--- config.mk ---
export PLATFORM = sky130hd
export DESIGN_NAME = polygon_edge_subdivider
export DESIGN_NICKNAME = d
export VERILOG_FILES = /design/src/design/pes_pkg.sv /design/src/design/pes_div.sv /design/src/design/polygon_edge_subdivider.sv
export SDC_FILE = /design/constraint.sdc
export NUM_CORES = 1
export LEC_CHECK = 0
export BUFFER_PORTS_ARGS = -buffer_cell sky130_fd_sc_hd__buf_2
export CORE_MARGIN = 2
export CORE_UTILIZATION = 55
export DETAILED_ROUTE_END_ITERATION = 10
export PLACE_DENSITY = 0.73
export REMOVE_ABC_BUFFERS = 1
export SLEW_MARGIN = 15
export SYNTH_ARGS = -nofsm -noshare
export SYNTH_HDL_FRONTEND = slang
export SYNTH_SLANG_ARGS = --single-unit
--- constraint.sdc ---
create_clock -name i_clk -period 9.7 [get_ports i_clk]
set_clock_uncertainty 0.05 [all_clocks]
set_input_delay 0.485 -clock i_clk [delete_from_list [all_inputs] [get_ports i_clk]]
set_output_delay 0.485 -clock i_clk [all_outputs]
set_load 0.005 [all_outputs]
--- src/design/pes_pkg.sv ---
`default_nettype none

package pes_pkg;

    // Default build values for the top level parameters
    localparam int MAX_SEGMENTS_DEF = 32;
    localparam int COORD_WIDTH_DEF  = 32;

    // Segment count register
    localparam int             CFG_WIDTH = 6;
    localparam logic [5:0]     CFG_RESET = 6'd1;

    // Axis count and the index of the last of the three axes
    localparam int             NUM_AXES  = 3;
    localparam logic [1:0]     AXIS_LAST = 2'd2;

    // Sequencer states
    typedef enum logic [2:0] {
        S_IDLE,
        S_DIV_GO,
        S_DIV_RUN,
        S_POINT,
        S_PUSH
    } t_state;

endpackage

`default_nettype wire

--- src/design/pes_div.sv ---
`default_nettype none

// Restoring divider, one quotient bit per cycle, unsigned operands.
module pes_div #(
    parameter int DVD_W = 33,
    parameter int DVS_W = 6
) (
    input  wire logic             i_clk,
    input  wire logic             i_rst_n,
    input  wire logic             i_start,
    input  wire logic [DVD_W-1:0] i_dividend,
    input  wire logic [DVS_W-1:0] i_divisor,
    output logic                  o_done,
    output logic [DVD_W-1:0]      o_quotient,
    output logic [DVS_W-1:0]      o_remainder
);

    localparam int CNT_W = $clog2(DVD_W + 1);

    logic [DVD_W-1:0] r_dq;
    logic [DVS_W-1:0] r_rem;
    logic [DVS_W-1:0] r_dvs;
    logic [CNT_W-1:0] r_cnt;
    logic             r_busy;
    logic             r_done;

    logic [DVS_W:0]   trial;
    logic             ge;
    logic [DVS_W-1:0] n_rem;

    // Shift in the next dividend bit and try one subtraction
    always_comb begin
        trial = {r_rem, r_dq[DVD_W-1]};
        ge    = trial >= {1'b0, r_dvs};
        if (ge) begin
            n_rem = DVS_W'(trial - {1'b0, r_dvs});
        end else begin
            n_rem = trial[DVS_W-1:0];
        end
    end

    // Control: step through every dividend bit, then pulse done
    always_ff @(posedge i_clk) begin
        if (!i_rst_n) begin
            r_busy <= 1'b0;
            r_done <= 1'b0;
            r_cnt  <= '0;
        end else begin
            r_done <= 1'b0;
            if (i_start) begin
                r_busy <= 1'b1;
                r_cnt  <= CNT_W'(DVD_W);
            end else if (r_busy) begin
                r_cnt <= r_cnt - 1'b1;
                if (r_cnt == CNT_W'(1)) begin
                    r_busy <= 1'b0;
                    r_done <= 1'b1;
                end
            end
        end
    end

    // Datapath: quotient bits replace dividend bits from the bottom
    always_ff @(posedge i_clk) begin
        if (i_start) begin
            r_dq  <= i_dividend;
            r_rem <= '0;
            r_dvs <= i_divisor;
        end else if (r_busy) begin
            r_dq  <= {r_dq[DVD_W-2:0], ge};
            r_rem <= n_rem;
        end
    end

    assign o_done      = r_done;
    assign o_quotient  = r_dq;
    assign o_remainder = r_rem;

endmodule

`default_nettype wire

--- src/design/polygon_edge_subdivider.sv ---
`default_nettype none

// Polygon edge subdivider.
// Corners of a closed polygon arrive as beats on the s_axis channel, x/y/z in
// tdata and the last corner marked by tlast. Each corner after the first emits
// n = segments_per_edge points along the edge from the previous corner; the
// last corner also emits the closing edge back to the first corner. Points
// leave on m_axis, with tlast on the final point caused by that corner.
// The segment count is written on the cfg channel (always ready); the user
// must do so only while idle, which the block itself does not enforce. Zero
// reads as 1 and values above MAX_SEGMENTS saturate. A first, non-final
// corner is only stored. Each edge runs one division per axis in the shared
// serial divider (one quotient bit per cycle) and then steps each point
// through the shared step unit, one axis a cycle, before the push, which waits
// on a stalled receiver; a closing corner runs its own edge, then the closing edge.
// s_axis_tready is high only while the block is idle. Points pass through a
// single output register, so a stalled receiver holds the sequencer in its
// push step with no point lost. Reset clears the polygon, the output
// register and sets the segment count to 1.
module polygon_edge_subdivider #(
    parameter int MAX_SEGMENTS = pes_pkg::MAX_SEGMENTS_DEF,
    parameter int COORD_WIDTH  = pes_pkg::COORD_WIDTH_DEF
) (
    input  wire logic                  i_clk,
    input  wire logic                  i_rst_n,
    // corner_x, corner_y, corner_z from bit 0 up, zero padded to bytes
    input  wire logic [((3*COORD_WIDTH+7)/8)*8-1:0] s_axis_tdata,
    input  wire logic                  s_axis_tvalid,
    output logic                       s_axis_tready,
    input  wire logic                  s_axis_tlast,
    // point_x, point_y, point_z from bit 0 up, zero padded to bytes
    output logic [((3*COORD_WIDTH+7)/8)*8-1:0] m_axis_tdata,
    output logic                       m_axis_tvalid,
    input  wire logic                  m_axis_tready,
    output logic                       m_axis_tlast,
    input  wire logic                  i_cfg_valid,
    output logic                       o_cfg_ready,
    input  wire logic [pes_pkg::CFG_WIDTH-1:0] i_cfg_data
);

    localparam int W      = COORD_WIDTH;
    localparam int DW     = COORD_WIDTH + 1;
    localparam int NW     = $clog2(MAX_SEGMENTS + 1);
    localparam int DATA_W = ((3 * COORD_WIDTH + 7) / 8) * 8;
    localparam int CFG_W  = pes_pkg::CFG_WIDTH;

    pes_pkg::t_state r_state;
    pes_pkg::t_state n_state;

    logic [CFG_W-1:0] r_seg_cfg;
    logic [NW-1:0]    seg_sat;
    logic [NW-1:0]    r_n;
    logic [NW-1:0]    r_j;
    logic [1:0]       r_c;
    logic             r_open;
    logic             r_more;

    logic [W-1:0]     r_cur   [pes_pkg::NUM_AXES];
    logic [W-1:0]     r_first [pes_pkg::NUM_AXES];
    logic [W-1:0]     r_prev  [pes_pkg::NUM_AXES];
    logic [W-1:0]     r_src   [pes_pkg::NUM_AXES];
    logic [W-1:0]     r_dst   [pes_pkg::NUM_AXES];
    logic             r_neg   [pes_pkg::NUM_AXES];
    logic [DW-1:0]    r_qd    [pes_pkg::NUM_AXES];
    logic [NW-1:0]    r_rd    [pes_pkg::NUM_AXES];
    logic [DW-1:0]    r_acc_q [pes_pkg::NUM_AXES];
    logic [NW-1:0]    r_acc_r [pes_pkg::NUM_AXES];
    logic [W-1:0]     r_pt    [pes_pkg::NUM_AXES];
    logic [W-1:0]     r_out   [pes_pkg::NUM_AXES];
    logic             r_out_valid;
    logic             r_out_last;

    logic [W-1:0]     in_c [pes_pkg::NUM_AXES];
    logic             in_acc;
    logic             out_free;
    logic             last_j;
    logic             div_start;
    logic             div_done;
    logic [DW-1:0]    div_quo;
    logic [NW-1:0]    div_rem;

    logic [DW-1:0]    diff;
    logic             diff_neg;
    logic [DW-1:0]    diff_mag;
    logic [W-1:0]     pt;
    logic [NW:0]      rsum;
    logic             wrap;
    logic [NW-1:0]    n_acc_r;
    logic [DW-1:0]    n_acc_q;

    // Unpack corner coordinates
    always_comb begin
        for (int c = 0; c < pes_pkg::NUM_AXES; c++) begin
            in_c[c] = s_axis_tdata[c*W +: W];
        end
    end

    // Clamp the segment count to 1..MAX_SEGMENTS
    always_comb begin
        if (r_seg_cfg == '0) begin
            seg_sat = NW'(1);
        end else if (r_seg_cfg > CFG_W'(MAX_SEGMENTS)) begin
            seg_sat = NW'(MAX_SEGMENTS);
        end else begin
            seg_sat = NW'(r_seg_cfg);
        end
    end

    // Edge delta magnitude and sign for the current axis
    always_comb begin
        diff     = {r_dst[r_c][W-1], r_dst[r_c]} - {r_src[r_c][W-1], r_src[r_c]};
        diff_neg = diff[DW-1];
        diff_mag = diff_neg ? (~diff + 1'b1) : diff;
    end

    // Shared step unit: emit src +/- floor(j*|d|/n), then advance j by one
    always_comb begin
        pt      = r_neg[r_c] ? (r_src[r_c] - W'(r_acc_q[r_c]))
                             : (r_src[r_c] + W'(r_acc_q[r_c]));
        rsum    = {1'b0, r_acc_r[r_c]} + {1'b0, r_rd[r_c]};
        wrap    = rsum >= {1'b0, r_n};
        n_acc_r = wrap ? NW'(rsum - {1'b0, r_n}) : rsum[NW-1:0];
        n_acc_q = r_acc_q[r_c] + r_qd[r_c] + DW'(wrap);
    end

    assign in_acc   = s_axis_tvalid && s_axis_tready;
    assign out_free = !r_out_valid || m_axis_tready;
    assign last_j   = r_j == (r_n - 1'b1);

    pes_div #(
        .DVD_W (DW),
        .DVS_W (NW)
    ) u_div (
        .i_clk       (i_clk),
        .i_rst_n     (i_rst_n),
        .i_start     (div_start),
        .i_dividend  (diff_mag),
        .i_divisor   (r_n),
        .o_done      (div_done),
        .o_quotient  (div_quo),
        .o_remainder (div_rem)
    );

    // State register
    always_ff @(posedge i_clk) begin
        if (!i_rst_n) begin
            r_state <= pes_pkg::S_IDLE;
        end else begin
            r_state <= n_state;
        end
    end

    // Next state and sequencer outputs
    always_comb begin
        n_state       = r_state;
        s_axis_tready = 1'b0;
        div_start     = 1'b0;
        unique case (r_state)
            pes_pkg::S_IDLE: begin
                s_axis_tready = 1'b1;
                if (s_axis_tvalid && (r_open || s_axis_tlast)) begin
                    n_state = pes_pkg::S_DIV_GO;
                end
            end
            pes_pkg::S_DIV_GO: begin
                div_start = 1'b1;
                n_state   = pes_pkg::S_DIV_RUN;
            end
            pes_pkg::S_DIV_RUN: begin
                if (div_done) begin
                    n_state = (r_c == pes_pkg::AXIS_LAST) ? pes_pkg::S_POINT
                                                          : pes_pkg::S_DIV_GO;
                end
            end
            pes_pkg::S_POINT: begin
                if (r_c == pes_pkg::AXIS_LAST) begin
                    n_state = pes_pkg::S_PUSH;
                end
            end
            pes_pkg::S_PUSH: begin
                if (out_free) begin
                    if (!last_j) begin
                        n_state = pes_pkg::S_POINT;
                    end else if (r_more) begin
                        n_state = pes_pkg::S_DIV_GO;
                    end else begin
                        n_state = pes_pkg::S_IDLE;
                    end
                end
            end
            default: begin
                n_state = pes_pkg::S_IDLE;
            end
        endcase
    end

    // Configuration register
    assign o_cfg_ready = 1'b1;

    always_ff @(posedge i_clk) begin
        if (!i_rst_n) begin
            r_seg_cfg <= pes_pkg::CFG_RESET;
        end else if (i_cfg_valid) begin
            r_seg_cfg <= i_cfg_data;
        end
    end

    // Polygon control: open flag, pending closing edge, axis index
    always_ff @(posedge i_clk) begin
        if (!i_rst_n) begin
            r_open <= 1'b0;
            r_more <= 1'b0;
            r_c    <= '0;
        end else begin
            unique case (r_state)
                pes_pkg::S_IDLE: begin
                    if (in_acc) begin
                        r_c <= '0;
                        if (!r_open) begin
                            r_open <= !s_axis_tlast;
                            r_more <= 1'b0;
                        end else begin
                            r_open <= !s_axis_tlast;
                            r_more <= s_axis_tlast;
                        end
                    end
                end
                pes_pkg::S_DIV_GO: begin
                end
                pes_pkg::S_DIV_RUN: begin
                    if (div_done) begin
                        r_c <= (r_c == pes_pkg::AXIS_LAST) ? 2'd0 : r_c + 1'b1;
                    end
                end
                pes_pkg::S_POINT: begin
                    r_c <= (r_c == pes_pkg::AXIS_LAST) ? 2'd0 : r_c + 1'b1;
                end
                pes_pkg::S_PUSH: begin
                    if (out_free && last_j && r_more) begin
                        r_more <= 1'b0;
                        r_c    <= '0;
                    end
                end
                default: begin
                end
            endcase
        end
    end

    // Corner storage, edge setup and step accumulators
    always_ff @(posedge i_clk) begin
        unique case (r_state)
            pes_pkg::S_IDLE: begin
                if (in_acc) begin
                    r_n <= seg_sat;
                    for (int c = 0; c < pes_pkg::NUM_AXES; c++) begin
                        r_cur[c]  <= in_c[c];
                        r_prev[c] <= in_c[c];
                        r_dst[c]  <= in_c[c];
                        if (!r_open) begin
                            r_first[c] <= in_c[c];
                            r_src[c]   <= in_c[c];
                        end else begin
                            r_src[c]   <= r_prev[c];
                        end
                    end
                end
            end
            pes_pkg::S_DIV_GO: begin
                r_neg[r_c] <= diff_neg;
            end
            pes_pkg::S_DIV_RUN: begin
                if (div_done) begin
                    r_qd[r_c] <= div_quo;
                    r_rd[r_c] <= div_rem;
                    if (r_c == pes_pkg::AXIS_LAST) begin
                        r_j <= '0;
                        for (int c = 0; c < pes_pkg::NUM_AXES; c++) begin
                            r_acc_q[c] <= '0;
                            r_acc_r[c] <= '0;
                        end
                    end
                end
            end
            pes_pkg::S_POINT: begin
                r_pt[r_c]    <= pt;
                r_acc_q[r_c] <= n_acc_q;
                r_acc_r[r_c] <= n_acc_r;
            end
            pes_pkg::S_PUSH: begin
                if (out_free) begin
                    if (!last_j) begin
                        r_j <= r_j + 1'b1;
                    end else if (r_more) begin
                        // Set up the closing edge back to the first corner
                        for (int c = 0; c < pes_pkg::NUM_AXES; c++) begin
                            r_src[c] <= r_cur[c];
                            r_dst[c] <= r_first[c];
                        end
                    end
                end
            end
            default: begin
            end
        endcase
    end

    // Output register: load a finished point, drop it once taken
    always_ff @(posedge i_clk) begin
        if (!i_rst_n) begin
            r_out_valid <= 1'b0;
        end else if (r_state == pes_pkg::S_PUSH && out_free) begin
            r_out_valid <= 1'b1;
        end else if (m_axis_tready) begin
            r_out_valid <= 1'b0;
        end
    end

    always_ff @(posedge i_clk) begin
        if (r_state == pes_pkg::S_PUSH && out_free) begin
            r_out_last <= last_j && !r_more;
            for (int c = 0; c < pes_pkg::NUM_AXES; c++) begin
                r_out[c] <= r_pt[c];
            end
        end
    end

    assign m_axis_tvalid = r_out_valid;
    assign m_axis_tlast  = r_out_last;
    assign m_axis_tdata  = DATA_W'({r_out[2], r_out[1], r_out[0]});

endmodule

`default_nettype wire

==> impl_metrics.toml <==
[critical_path]
worstPathArrival_ps = 8420
crit_required_ps = 10020
cp_max_fo = 25
crit_path_end_kind = "flip-flop"
critPathMostFrequentCell = "a21oi_1"
critPathSlowestCell = "dfxtp_4"
startpoint_type = "flip-flop"
slowest_delay_ps = 690
criticalPathCategory = "flip-flop to flip-flop"

[sta]
fin_tns_setup_ps = 0
slew_violations = 0
slew_headroom_pct = 25.8
clock.fmax_mhz = 123
rsz0062_at_grt = "false"
min_period_ps = 8110
worst_pin_slew_ps = 1110
fin_crit_sh_pct = 83.6
final_hold_viol_count = 0
setup-violations-final = 0

[floorplan]
die_area_um2 = 78400
rows = 101
dieWidth_um = 280
die_h_um = 280
ios = 208
start_util_pct = 55.3
coreArea_um2 = 75700

[synth]
synth_edf_count = 897
synthArstFlopShare_pct = 0
yosys.area_share.adder_pct = 3.78
synth_area_um2 = 41900
synthMuxAreaShare_pct = 10.2
yosys-top-cells-count = "edfxtp_1 (897), nand2_1 (212), nor2_1 (204)"
yosysMostFrequentCell = "edfxtp_1"
synth_seq_cells = 927
yosysTopAreaCell = "edfxtp_1"
synth-xor-area-share_pct = 3.26
synth-compound-area-share_pct = 7.54
yosys.area_share.simple_pct = 7.14
avgSynthCellArea_um2 = 14.2
yosys_warnings = 0
synthTopCellsByArea = "edfxtp_1 (64%), mux2_2 (5.2%), ha_1 (3.5%)"
synth_top_family_by_area = "multiplexers"
synth_cells = 2957
synth-seq-area-share_pct = 65.7
yosysUniqueCellTypes = 82
yosysTopAreaCellShare_pct = 64.3
synth_ff_type = "edfxtp_1"

[power]
leakagePower_nw = 16.9
clkPwrFrac_pct = 30.1
switching_share_pct = 30.3
finalPower_mw = 12.3
vdd_drop_max_mv = 0.189
switchingPower_mw = 3.72
power.density_nw_per_um2 = 256
internal-power_mw = 8.55
comb_power_share_pct = 25.8
pwr-share-seq_pct = 44.1

[cts]
hold_buffers = 84
root_buffer = "clkbuf_16"
cts_buffer_depth = 3
cts_resized = 0
cts_buffers = 96
cts.sinks = 927
clock_latency_ps = 650
cts_tree = "yes"
htreeDepth = 3
cts_setup_buffers = 0
cts.clk_slew.worst_paths_ps = 60

[grt]
grt_usage_pct = 22.3
grt_pass1_wl_um = 135000
antenna_found_initial = 3
grt_max_degree = 119
overflow = 0
grt_pass1_vias = 24600

[job]
maxCapViolCount = 0

[routing]
via_per_inst = 5.71
drcViolationCount = 0
dr_total_vias = 24600
drt-initial-drc-count = 2025
ant_nets = 0
firstDrtPassIters = 5
post_drt_wl_per_cell_um = 20.2
wl_um = 87200

[placement]
dp_hpwl_um = 58000
dp_cells = 4056
port_buffers = 206
gp_congestion = 0.860

[layout]
nets = 3491
final_util_pct = 63.4
syn_to_final_growth_pct = 14.6
nFillCells = 5366
final_cells = 4314
layout-drive-gt1-share_pct = 19.7

[run_status]
status = "completed"

[min_path]
hold_path_class = "primary input to flip-flop"
worstHoldStart = "s_axis_tdata[66]"
-- final timing paths --
kind	to	slack, ps	cells after the start
worst max-delay path	r_acc_q[1][29]	1590	26
worst min-delay path	r_first[0][66]	30	1
worst max register to register	r_acc_q[1][29]	1590	26
worst min register to register	r_out[0][45]	360	0
-- routing by layer --
layer | share of wire [%] | GRT usage [%] | vias up
met3 | 5.4 | 3.31 | 121
met1 | 44 | 30.4 | 12200
met5 | 0 | 0 | -
met2 | 49 | 37.5 | 650
li1 | - | - | 11700
met4 | 2.0 | 6.17 | 0
-- cell type report --
| class | count | area, um2 | share of cell area [%] |
|---|---|---|---|
| clock inverters | 62 | 711 | 1.48 |
| multi-input cells | 1775 | 13400 | 27.9 |
| flip-flops and latches | 927 | 27500 | 57.4 |
| repair buffers | 322 | 2120 | 4.43 |
| inverters | 138 | 518 | 1.08 |
| diodes | 1 | 2.50 | 0.00521 |
| well taps | 978 | 1220 | 2.55 |
| clock buffers | 111 | 2460 | 5.12 |
-- sequential cells by signal, summed over array words and instances, names as in the netlist, 18 cells and up, named ones only --
register	count
r_qd	96
r_dst	96
u_div.o_quotient	33
r_acc_r	24
r_prev	96
r_pt	96
r_first	96
r_rd	18
r_src	96
r_out	96
r_acc_q	128
-- critical path, delay by kind of cell, from the launching register on --
family,cells,cell delay [ps]
compound gates,12,3370
fa+ha+maj,4,1390
buf+inv,4,720
flops,1,690
mux,2,890
simple gates,4,710
-- per-stage QoR --
stage,worst slack (ps),hold slack [ps],area [um2]
after floorplan,-1620,350,41400
after global placement,1750,353,44000
after detailed placement,1590,355,44000
after CTS,1570,5.46,48000
after global routing,852,12.0,48000
final,1590,28.1,48000
-- cell usage in the layout, fill, tap and decap left out, drive strengths merged, types with 7 or more instances in the layout --
| cell | instances |
|---|---|
| dlygate4sd3 | 84 |
| o21a | 48 |
| nand2 | 212 |
| o21ai | 168 |
| clkbuf | 111 |
| a211oi | 19 |
| a21oi | 118 |
| nor2b | 36 |
| nand3 | 25 |
| mux2 | 195 |
| nand2b | 11 |
| mux4 | 38 |
| mux2i | 120 |
| dfxtp | 30 |
| and3 | 17 |
| buf | 238 |
| a21o | 32 |
| ha | 117 |
| bufinv | 13 |
| nor3 | 45 |
| xnor2 | 93 |
| nor2 | 204 |
| or3 | 14 |
| a2111oi | 7 |
| o31ai | 8 |
| and2 | 11 |
| nor4 | 13 |
| o21bai | 16 |
| or2 | 17 |
| o211ai | 12 |
| inv | 145 |
| a21boi | 8 |
| xor2 | 63 |
| clkinv | 40 |
| nand4 | 17 |
| edfxtp | 897 |
-- power by group through the flow --
stage	clock network [mW]	logic, mW	registers (mW)
after CTS	3.76	3.15	5.41
after detailed placement	0	3.11	5.50
final	3.70	3.16	5.42
after global placement	0	3.01	5.46
after global routing	3.92	3.50	5.46
after floorplan	0	2.31	5.46
-- logic make-up (layout without fill, tap and decap cells) --
group | Yosys count | after routing
XOR/XNOR | 156 | 156
adder cells (fa/ha/maj) | 123 | 123
buffers and inverters | 255 | 633
AND/OR/NAND/NOR | 647 | 647
AO/OA/AOI/OAI | 495 | 495
flip-flops | 927 | 927
other | 1 | 2
multiplexers | 353 | 353
Power figures use the tool's default switching activity.
